**config.mk**
```make
export PLATFORM = sky130hd
export DESIGN_NAME = four_channel_timed_tone_generator
export DESIGN_NICKNAME = d
export VERILOG_FILES = /design/src/design/ttg_pkg.sv /design/src/design/ttg_ram.sv /design/src/design/ttg_div.sv /design/src/design/four_channel_timed_tone_generator.sv
export SDC_FILE = /design/constraint.sdc
export NUM_CORES = 1
export LEC_CHECK = 0
export BUFFER_PORTS_ARGS = -buffer_cell sky130_fd_sc_hd__buf_4
export CAP_MARGIN = 25
export CORE_AREA = 3 3 220 275
export CTS_BUF_LIST = sky130_fd_sc_hd__clkbuf_2 sky130_fd_sc_hd__clkbuf_4 sky130_fd_sc_hd__clkbuf_8
export CTS_CLUSTER_DIAMETER = 150
export CTS_CLUSTER_SIZE = 28
export DETAILED_ROUTE_END_ITERATION = 16
export DIE_AREA = 0 0 223 278
export PLACE_DENSITY = 0.7
export SLEW_MARGIN = 10
export SYNTH_ARGS = -nofsm -noshare
export SYNTH_HDL_FRONTEND = slang
export SYNTH_SLANG_ARGS = --single-unit
```
**constraint.sdc**
```tcl
create_clock -name clk -period 16.9 [get_ports clk]
set_clock_uncertainty 0.1 [all_clocks]
set_input_delay 0.845 -clock clk [delete_from_list [all_inputs] [get_ports clk]]
set_output_delay 0.845 -clock clk [all_outputs]
set_load 0.02 [all_outputs]
```
**src/design/ttg_pkg.sv**
```systemverilog
// shared types and constants for the four channel timed tone generator
// no dependencies
package ttg_pkg;

  localparam int SYS_CLK_HZ       = 40000000;
  localparam int TICK_DIV         = 16 * 2;
  localparam int NUM_CHANNELS_DEF = 4;
  localparam int MAX_CHANNELS     = 16;
  localparam int OUT_W            = 4;

  localparam int TPM_W  = 16;
  localparam int GAP_W  = 10;
  localparam int HTR_W  = 22;
  localparam int FREQ_W = 15;
  localparam int DUR_W  = 16;
  localparam int CNT_W  = 16;
  localparam int MS_W   = 32;

  localparam logic [TPM_W-1:0]  TICKS_PER_MS_RST   = TPM_W'(2500);
  localparam logic [GAP_W-1:0]  RELEASE_GAP_RST    = GAP_W'(50);
  localparam logic [HTR_W-1:0]  HALF_TICK_RATE_RST = HTR_W'(SYS_CLK_HZ / TICK_DIV);
  localparam logic [FREQ_W-1:0] MIN_FREQ_HZ        = FREQ_W'(20);

  localparam int APB_AW = 4;

  typedef enum logic [1:0] {
    REG_TICKS_PER_MS   = 2'd0,
    REG_RELEASE_GAP    = 2'd1,
    REG_HALF_TICK_RATE = 2'd2
  } reg_idx_t;

  // one channel record as held in the state memory
  typedef struct packed {
    logic [CNT_W-1:0] tick_count;
    logic [CNT_W-1:0] period_value;
    logic [MS_W-1:0]  stop_ms;
  } chan_entry_t;

  typedef struct packed {
    logic start;
    logic busy;
    logic done;
  } div_ctrl_t;

endpackage

```
**src/design/ttg_ram.sv**
```systemverilog
// generic single write port, single read port ram with registered read
// no dependencies
module ttg_ram #(
  parameter int WIDTH = 64,
  parameter int DEPTH = 4,
  parameter int AW    = (DEPTH > 1) ? $clog2(DEPTH) : 1
) (
  input  logic             clk,
  input  logic             we,
  input  logic [AW-1:0]    waddr,
  input  logic [WIDTH-1:0] wdata,
  input  logic             re,
  input  logic [AW-1:0]    raddr,
  output logic [WIDTH-1:0] rdata
);

  logic [WIDTH-1:0] mem [DEPTH];

  always_ff @(posedge clk) begin
    if (we) begin
      mem[waddr] <= wdata;
    end
    if (re) begin
      rdata <= mem[raddr];
    end
  end

endmodule

```
**src/design/ttg_div.sv**
```systemverilog
// restoring divider, one quotient bit per cycle
// depends on ttg_pkg
module ttg_div
  import ttg_pkg::*;
#(
  parameter int DIVIDEND_W = HTR_W,
  parameter int DIVISOR_W  = FREQ_W
) (
  input  logic                  clk,
  input  logic                  rst,
  input  logic                  start,
  input  logic [DIVIDEND_W-1:0] dividend,
  input  logic [DIVISOR_W-1:0]  divisor,
  output logic                  busy,
  output logic                  done,
  output logic [DIVIDEND_W-1:0] quotient
);

  localparam int STEP_W = $clog2(DIVIDEND_W + 1);

  logic [STEP_W-1:0]     steps;
  logic [DIVISOR_W-1:0]  rem;
  logic [DIVISOR_W-1:0]  dvs;
  logic [DIVISOR_W:0]    shifted;
  logic                  fits;

  assign shifted  = {rem, quotient[DIVIDEND_W-1]};
  assign fits     = shifted >= {1'b0, dvs};

  always_ff @(posedge clk) begin
    if (rst) begin
      busy <= 1'b0;
      done <= 1'b0;
    end else begin
      done <= 1'b0;
      if (start) begin
        busy     <= 1'b1;
        steps    <= STEP_W'(DIVIDEND_W);
        rem      <= '0;
        dvs      <= divisor;
        quotient <= dividend;
      end else if (busy) begin
        if (fits) begin
          rem <= DIVISOR_W'(shifted - {1'b0, dvs});
        end else begin
          rem <= shifted[DIVISOR_W-1:0];
        end
        quotient <= {quotient[DIVIDEND_W-2:0], fits};
        steps    <= steps - STEP_W'(1);
        if (steps == STEP_W'(1)) begin
          busy <= 1'b0;
          done <= 1'b1;
        end
      end
    end
  end

endmodule

```
**src/design/four_channel_timed_tone_generator.sv**
```systemverilog
// top level of the four channel timed tone generator
// depends on ttg_pkg, ttg_ram, ttg_div
//
// Each input transfer is either one prescaled tick (mode 0) or a begin-note command
// (mode 1), and each gives exactly one result transfer with the channel levels and the
// active mask after the update. Per-channel tick counter, period and stop time live in
// a small ram with a registered read; a tick steps the millisecond prescaler, which
// advances the millisecond counter when it wraps, and then sweeps the channels one
// per cycle through read, modify and write back. A begin-note command divides
// half_tick_rate by the frequency in a bit-serial divider, one quotient bit per cycle;
// a channel out of range skips the divider. The block takes one item at a time, and
// it takes the next one while a result still waits at the output; a new result waits
// for the previous one to leave, so an output stall holds the block before it takes
// the next input.
module four_channel_timed_tone_generator
  import ttg_pkg::*;
#(
  parameter int NUM_CHANNELS = NUM_CHANNELS_DEF
) (
  input  logic              clk,
  input  logic              rst,
  input  logic              in_valid,
  output logic              in_ready,
  input  logic              mode,
  input  logic [1:0]        channel,
  input  logic [FREQ_W-1:0] frequency_hz,
  input  logic [DUR_W-1:0]  duration_ms,
  output logic              out_valid,
  input  logic              out_ready,
  output logic [OUT_W-1:0]  tone_levels,
  output logic [OUT_W-1:0]  active_mask,
  input  logic              psel,
  input  logic              penable,
  input  logic              pwrite,
  input  logic [APB_AW-1:0] paddr,
  input  logic [31:0]       pwdata,
  output logic [31:0]       prdata,
  output logic              pready
);

  localparam int CH_W    = (NUM_CHANNELS > 1) ? $clog2(NUM_CHANNELS) : 1;
  localparam int OUT_PAD = (NUM_CHANNELS > OUT_W) ? NUM_CHANNELS : OUT_W;
  localparam int ENT_W   = $bits(chan_entry_t);

  typedef enum logic [1:0] {
    S_IDLE,
    S_TICK,
    S_DIV,
    S_DONE
  } state_t;

  state_t state;

  // configuration registers
  logic [TPM_W-1:0] ticks_per_ms;
  logic [GAP_W-1:0] release_gap_ms;
  logic [HTR_W-1:0] half_tick_rate;

  // global counters and per-channel flags
  logic [MS_W-1:0]          ms_count;
  logic [CNT_W-1:0]         ms_prescale_count;
  logic [NUM_CHANNELS-1:0]  chan_active;
  logic [NUM_CHANNELS-1:0]  chan_level;
  logic [NUM_CHANNELS-1:0]  entry_valid;

  logic [CH_W-1:0]  sweep_ch;
  logic [CH_W-1:0]  note_ch;
  logic [MS_W-1:0]  note_stop;

  // ram side
  logic             ram_we;
  logic [CH_W-1:0]  ram_waddr;
  chan_entry_t      ram_wdata;
  logic             ram_re;
  logic [CH_W-1:0]  ram_raddr;
  logic [ENT_W-1:0] ram_rdata;

  chan_entry_t      cur_entry;
  chan_entry_t      sweep_entry;
  logic             sweep_wrap;
  logic             sweep_stop;

  div_ctrl_t        div_ctrl;
  logic [HTR_W-1:0] div_quotient;
  logic [FREQ_W-1:0] div_divisor;
  logic [CNT_W-1:0] period_sat;

  logic             in_xfer;
  logic             cfg_write;
  logic             ch_in_range;
  logic [TPM_W-1:0] ms_limit;
  logic             last_ch;
  logic [OUT_PAD-1:0] level_pad;
  logic [OUT_PAD-1:0] active_pad;

  assign pready    = 1'b1;
  assign cfg_write = psel && penable && pwrite;
  assign in_ready  = (state == S_IDLE);
  assign in_xfer   = in_valid && in_ready;

  assign ch_in_range = 32'(channel) < NUM_CHANNELS;
  assign ms_limit    = (ticks_per_ms == '0) ? '0 : ticks_per_ms - TPM_W'(1);
  assign last_ch     = (32'(sweep_ch) == NUM_CHANNELS - 1);

  assign div_divisor    = (frequency_hz < MIN_FREQ_HZ) ? MIN_FREQ_HZ : frequency_hz;
  assign div_ctrl.start = in_xfer && mode && ch_in_range;

  assign period_sat = (div_quotient > HTR_W'({CNT_W{1'b1}})) ? {CNT_W{1'b1}}
                                                            : div_quotient[CNT_W-1:0];

  always_comb begin
    case (reg_idx_t'(paddr[3:2]))
      REG_TICKS_PER_MS:   prdata = 32'(ticks_per_ms);
      REG_RELEASE_GAP:    prdata = 32'(release_gap_ms);
      REG_HALF_TICK_RATE: prdata = 32'(half_tick_rate);
      default:            prdata = '0;
    endcase
  end

  // an entry never written reads as its reset value of zero
  assign cur_entry = entry_valid[sweep_ch] ? chan_entry_t'(ram_rdata) : '0;

  always_comb begin
    sweep_entry = cur_entry;
    sweep_wrap  = cur_entry.tick_count >= cur_entry.period_value;
    sweep_stop  = chan_active[sweep_ch] && (ms_count >= cur_entry.stop_ms);
    if (sweep_wrap) begin
      sweep_entry.tick_count = '0;
      if (sweep_stop) begin
        sweep_entry.stop_ms = '0;
      end
    end else begin
      sweep_entry.tick_count = cur_entry.tick_count + CNT_W'(1);
    end
  end

  // sweep reads one channel ahead of the one being written back
  always_comb begin
    ram_re    = 1'b0;
    ram_raddr = '0;
    ram_we    = 1'b0;
    ram_waddr = sweep_ch;
    ram_wdata = sweep_entry;
    if (state == S_IDLE) begin
      ram_re = in_xfer && !mode;
    end else if (state == S_TICK) begin
      ram_re    = !last_ch;
      ram_raddr = sweep_ch + CH_W'(1);
      ram_we    = 1'b1;
    end else if (state == S_DIV) begin
      ram_we    = div_ctrl.done;
      ram_waddr = note_ch;
      ram_wdata.tick_count   = '0;
      ram_wdata.period_value = period_sat;
      ram_wdata.stop_ms      = note_stop;
    end
  end

  ttg_ram #(
    .WIDTH (ENT_W),
    .DEPTH (NUM_CHANNELS)
  ) u_ram (
    .clk   (clk),
    .we    (ram_we),
    .waddr (ram_waddr),
    .wdata (ram_wdata),
    .re    (ram_re),
    .raddr (ram_raddr),
    .rdata (ram_rdata)
  );

  ttg_div #(
    .DIVIDEND_W (HTR_W),
    .DIVISOR_W  (FREQ_W)
  ) u_div (
    .clk      (clk),
    .rst      (rst),
    .start    (div_ctrl.start),
    .dividend (half_tick_rate),
    .divisor  (div_divisor),
    .busy     (div_ctrl.busy),
    .done     (div_ctrl.done),
    .quotient (div_quotient)
  );

  assign level_pad  = OUT_PAD'(chan_level);
  assign active_pad = OUT_PAD'(chan_active);

  always_ff @(posedge clk) begin
    if (rst) begin
      state             <= S_IDLE;
      ticks_per_ms      <= TICKS_PER_MS_RST;
      release_gap_ms    <= RELEASE_GAP_RST;
      half_tick_rate    <= HALF_TICK_RATE_RST;
      ms_count          <= '0;
      ms_prescale_count <= '0;
      chan_active       <= '0;
      chan_level        <= '0;
      entry_valid       <= '0;
      out_valid         <= 1'b0;
    end else begin
      if (cfg_write) begin
        case (reg_idx_t'(paddr[3:2]))
          REG_TICKS_PER_MS:   ticks_per_ms   <= pwdata[TPM_W-1:0];
          REG_RELEASE_GAP:    release_gap_ms <= pwdata[GAP_W-1:0];
          REG_HALF_TICK_RATE: half_tick_rate <= pwdata[HTR_W-1:0];
          default: ;
        endcase
      end

      // in S_DONE the output register is reloaded below
      if (out_valid && out_ready && state != S_DONE) begin
        out_valid <= 1'b0;
      end

      case (state)
        S_IDLE: begin
          if (in_xfer) begin
            sweep_ch  <= '0;
            note_ch   <= CH_W'(channel);
            note_stop <= ms_count + (MS_W'(duration_ms) - MS_W'(release_gap_ms));
            if (!mode) begin
              // millisecond counter moves before the channels compare against it
              if (ms_prescale_count >= ms_limit) begin
                ms_prescale_count <= '0;
                ms_count          <= ms_count + MS_W'(1);
              end else begin
                ms_prescale_count <= ms_prescale_count + CNT_W'(1);
              end
              state <= S_TICK;
            end else if (ch_in_range) begin
              state <= S_DIV;
            end else begin
              state <= S_DONE;
            end
          end
        end
        S_TICK: begin
          entry_valid[sweep_ch] <= 1'b1;
          if (sweep_wrap && chan_active[sweep_ch]) begin
            if (sweep_stop) begin
              chan_level[sweep_ch]  <= 1'b0;
              chan_active[sweep_ch] <= 1'b0;
            end else begin
              chan_level[sweep_ch] <= !chan_level[sweep_ch];
            end
          end
          if (last_ch) begin
            state <= S_DONE;
          end else begin
            sweep_ch <= sweep_ch + CH_W'(1);
          end
        end
        S_DIV: begin
          if (div_ctrl.done) begin
            entry_valid[note_ch] <= 1'b1;
            chan_active[note_ch] <= 1'b1;
            state                <= S_DONE;
          end
        end
        S_DONE: begin
          if (!out_valid || out_ready) begin
            out_valid   <= 1'b1;
            tone_levels <= level_pad[OUT_W-1:0];
            active_mask <= active_pad[OUT_W-1:0];
            state       <= S_IDLE;
          end
        end
        default: state <= S_IDLE;
      endcase
    end
  end

  a_busy_after_accept: assert property (@(posedge clk) disable iff (rst)
    in_valid && in_ready |=> state != S_IDLE)
    else $error("block stayed idle after an input transfer");

  a_no_ram_overlap: assert property (@(posedge clk) disable iff (rst)
    ram_we && ram_re |-> ram_waddr != ram_raddr)
    else $error("ram read and write hit the same channel");

  a_idle_level_low: assert property (@(posedge clk) disable iff (rst)
    (chan_level & ~chan_active) == '0)
    else $error("idle channel holds a high level");

  a_div_done_in_div: assert property (@(posedge clk) disable iff (rst)
    div_ctrl.done |-> state == S_DIV)
    else $error("divider finished outside a note command");

  a_div_idle_at_start: assert property (@(posedge clk) disable iff (rst)
    div_ctrl.start |-> !div_ctrl.busy)
    else $error("divider started while busy");

endmodule
```
; Yosys cells after proc, flatten, opt, wreduce, memory -nomap -nowiden
; Memory sizes are Yosys's and may differ from the RTL's. A register that Yosys moved wholly into a read port is not among the register bits.
; Cells that the tools add are included.
[op_classes]
addsub = 9
magnitude_cmp = 10
eq_ne = 15
muxes = 62
bitwise = 9
n_reduce_logical = 37
[ops]
columns = cell, count
row1 = two-way mux 64 bit, 4
row2 = case mux 22 bit (3 select lines), 1
row3 = two-way mux 16 bit, 4
row4 = two-way mux 32 bit, 2
row5 = two-way mux 22 bit, 2
row6 = adder 16 x 1 -> 16 bit (second input constant), 2
row7 = adder 32 x 1 -> 32 bit (second input constant), 1
row8 = adder 32 bit, 1
row9 = greater-or-equal comparator 16 bit, 2
row10 = greater-or-equal comparator 32 bit, 1
row11 = two-way mux 15 bit, 2
row12 = two-way mux 2 bit, 12
row13 = greater-than comparator 22 x 16 -> 1 bit (second input constant), 1
row14 = two-way mux 4 bit, 5
row15 = two-way mux 1 bit, 19
row16 = subtractor 16 x 10 -> 17 bit, 1
row17 = greater-or-equal comparator 16 x 15 -> 1 bit, 1
row18 = logical NOT 16 bit, 1
row19 = case mux 4 bit (2 select lines), 2
row20 = AND reduction 4 bit, 4
row21 = subtractor 16 x 1 -> 16 bit (second input constant), 1
row22 = less-than comparator 15 x 5 -> 1 bit (second input constant), 1
row23 = subtractor 15 bit, 1
row24 = AND reduction 2 bit, 7
row25 = other kinds (26), 64
[totals]
reg_bits = 214
ram_bits = 256
input_bits = 77
out_inout_bits = 43
wordCells = 164
n_memories = 1
[mem_list]
columns = memory, depth, width, read_ports, rd_clocked_by_memory_dff, write_ports, line_no
row1 = u_ram.mem, 4, 64, 1, 1, 1, ttg_ram.sv:17  ; logic [WIDTH-1:0] mem [DEPTH];

; Depth between registers and ports, before layout
[depth]
word_depth = 10
ltp_mapped = 21
depth_no_buf = 21

; Modules after synthesis
; A second synthesis with hierarchy kept.
[hier_totals]
hier_cells = 2108
hier_area_um2 = 26046.2
[modules_own_cells]
columns = module, instances, cells_per_inst, area_per_inst_um2, seq_area_each_um2
row1 = four_channel_timed_tone_generator, 1, 1438, 11543.6, 3543.4
row2 = ttg_ram, 1, 402, 11263.3, 9609.2
row3 = ttg_div, 1, 268, 3239.4, 1751.7

; Worst setup path after synthesis
; No wires, ideal clock.
[synth_timing]
kind = register to register
startpoint = reg sweep_ch[1]
endpoint = reg u_ram.rdata[0], read port of u_ram.mem (enable)
setup_ns = 0.574
arrival_ns = 5.424
required_time_ns = 16.226
path_slack_ns = 10.802
path_stages_with_launch = 4
path_buffers = 0
period_less_slack_ns = 6.098
cell_sequence = edfxtp_1 -> ha_1 -> nand2b_1 -> o21ai_0
[synth_via]
elab_chain_len = 4
elab_cells_between_ends = 7
classes_between = add/sub: 1 / eq/ne: 1 / mux: 4 / reduce/logical: 1
[synth_rtl]
columns = item, line_no
row1 = start: declaration, four_channel_timed_tone_generator.sv:66  ; logic [CH_W-1:0] sweep_ch;
row2 = start signal: assignment, four_channel_timed_tone_generator.sv:251  ; sweep_ch <= sweep_ch + CH_W'(1);
row3 = equality test 2 bit, four_channel_timed_tone_generator.sv:103  ; assign last_ch = (32'(sweep_ch) == NUM_CHANNELS - 1);
row4 = logical NOT 1 bit, four_channel_timed_tone_generator.sv:147  ; ram_re = !last_ch;
row5 = two-way mux 1 bit, four_channel_timed_tone_generator.sv:146  ; end else if (state == S_TICK) begin
row6 = two-way mux 1 bit, four_channel_timed_tone_generator.sv:144  ; if (state == S_IDLE) begin
row7 = net ram_re, four_channel_timed_tone_generator.sv:74  ; logic ram_re;
row8 = end: declaration, ttg_ram.sv:14  ; output logic [WIDTH-1:0] rdata
; The timed path passes the listed nets, and every way through them passes these cells.
; A chain may end at the register's enable or synchronous reset.

==> results.cfg <==
[outcome]
status = complete, no violations

[yosys]
synth_warnings = 0
synthCells = 2398
ys_ff_latch = 534
synth-edff-count = 421
ys_seq_area_frac = 0.572
synthFlopType = edfxtp_1
ys_types = 69
ys_async_sr_fraction = 0
syn_avg_cell_area_sq_um = 10.9
synth_area_sq_um = 26000

[clock_tree]
cts_hold_buf = 0
clk_path_buf_depth = 3
clkTransAtPathRegs_ns = 0.18
cts_max_level = 1
cts_setup_buffers = 0
root_buffer = clkbuf_8
cts_made_buffers = 23
numClockSinks = 534
clock_latency_ns = 0.65
cts_tree = built
cts_resized = 0

[setup_path]
worst-path-max-fanout = 65
cp_data_arrival_time_ns = 5.81
crit_path_end_kind = flip-flop
cp.required_ns = 17.18
worstSetupPathType = flip-flop to flip-flop
start_kind = flip-flop

[detailed_routing]
vias_per_cell = 5.66
dr.pass1.iters = 5
drt_iter0_drc = 1318
routed_wl_mm = 61.8
wl_per_cell_microns = 19.3
detail-route-antenna-nets = 0
drcViolationCount = 0
vias = 18100

[die]
fp.dieW_microns = 223
initial_core_util = 0.446
die_area_sq_um = 62000
rows = 99
coreArea_sq_um = 58300
ios = 120
die_h_microns = 278

[timing]
tightest_slew_ns = 1.05
finalCritPeriodShare = 0.327
min_period_ns = 5.52
max_slew_margin = 0.283
drv_slew = 0
setup_violations = 0
hold_viol = 0
max_freq_mhz = 181
rsz0062_at_grt = no
fin_setup_tns_ns = 0
fin_ws_ns = 11.38

[power_and_ir_drop]
p_per_area_nw_per_um2 = 111
peakVddDrop_v = 0.0000892
p_leak_nw = 10.6
fin_total_pwr_mw = 3.13

[global_route]
track_usage = 0.194
grt_pass1_wl_mm = 97.7
grt_pass1_vias = 18100
grt_max_degree = 75
antenna_found_initial = 4
overflow = 0

[cells_and_area]
fin_nets = 2641
most-common-layout-cells = nand2_1, edfxtp_1, nor2_1
final_common_cell = nand2_1
syn_to_final_growth_pct = 7.74
drive_gt1_frac = 0.0827
fin_util = 0.481

[job]
cap_violations = 0

[placement]
hpwl_mm = 40.5
pre_cts_ws_ns = 11.14
gp_routability_congestion = 0.879
portBuffers = 96

[hold_path]
hold_class = input pin to flip-flop
==> flip-flops by register name, summed over array words and instances (netlist names), 10 cells and up <==
register and count:
u_ram.mem 256, u_ram.rdata 64, ms_count 32, note_stop 32, half_tick_rate 22, u_div.quotient 22
ms_prescale_count 16, ticks_per_ms 16, u_div.dvs 15, u_div.rem 15, release_gap_ms 10
==> power by group <==
| part | internal, mW | leakage, nW | switching (mW) |
|---|---|---|---|
| Sequential | 1.68 | 4.83 | 0.0621 |
| Clock | 0.170 | 0.255 | 0.383 |
| Combinational | 0.251 | 5.50 | 0.577 |
==> synth_stat cells (all sizes together) (6+ instances only) <==
cell type,instances,area share
nor4,16,0.0041
nand3,58,0.011
dfxtp,113,0.087
edfxtp,421,0.49
nor3,17,0.0033
and2,32,0.0077
ha,135,0.065
o21bai,7,0.0020
nor2,179,0.026
and4,10,0.0034
xor2,66,0.022
buf,29,0.0065
a21oi,111,0.021
xnor2,55,0.018
inv,64,0.0092
o21ai,57,0.011
nand4,25,0.0060
nand2,448,0.065
a31oi,70,0.017
or3,8,0.0019
o21a,9,0.0026
a21o,34,0.0098
a2111oi,6,0.0020
a211oi,73,0.021
clkbuf,107,0.015
and3,17,0.0041
mux2i,42,0.016
o31ai,33,0.0095
nor2b,75,0.018
nand2b,15,0.0036
==> worst max-delay path: stages (launching register included) <==
cell and delay, ns:
edfxtp_1 0.63, mux4_2 0.55, buf_4 0.39, and2_1 0.31
ha_1 0.26, nand2b_1 0.15, a2111oi_0 0.41, or4_1 0.19
a31oi_1 0.10, a2111oi_0 0.84, o41ai_2 0.26, nor2b_2 0.21
buf_4 0.28, o31ai_1 0.52
==> per-layer routing <==
layer / wire length [microns] / track usage
met1: 26200 / 0.248
met2: 30900 / 0.348
met3: 2810 / 0.0197
met4: 1860 / 0.0595
met5: 40 / 0
==> per-stage QoR <==
stage,cell area (sq um),hold slack [ns],instances
after floorplan,26100,0.325,2407
after global placement,27500,0.339,3151
after detailed placement,27500,0.347,3155
after CTS,28000,0.205,3196
after global routing,28100,0.211,3200
final,28100,0.257,3201
==> cells by family after synthesis <==
family / after synthesis / synth area share
compound gates: 444 / 0.112
xor+xnor: 121 / 0.0407
fa+ha+maj: 138 / 0.0672
buf+inv: 200 / 0.0311
flops: 534 / 0.572
mux: 45 / 0.0187
other cells: 2 / 0.000288
simple gates: 914 / 0.158
==> area by class of cell <==
cell class              instances  area (sq um)
fillers                      5191         30300
flip-flops and latches        534         14900
multi-input cells            1673         10500
repair buffers                130          1020
well taps                     757           947
clock buffers                  40           444
inverters                      64           241
clock inverters                 1          30.0
diodes                          2          5.00
==> path summary, 6_finish.rpt <==
path,from,end,slack [ns],cells after the start
worst max-delay path,sweep_ch[0]$_DFFE_PP_,u_ram.mem[0][15]$_DFFE_PP_,11.38,13
worst min-delay path,frequency_hz[9],u_div.dvs[9]$_SDFFCE_PN0P_,0.26,1
worst max register to register,sweep_ch[0]$_DFFE_PP_,u_ram.mem[0][15]$_DFFE_PP_,11.38,13
worst min register to register,half_tick_rate[19]$_SDFFE_PP0P_,half_tick_rate[19]$_SDFFE_PP0P_,0.38,2
(Power assumes the default switching activity.)
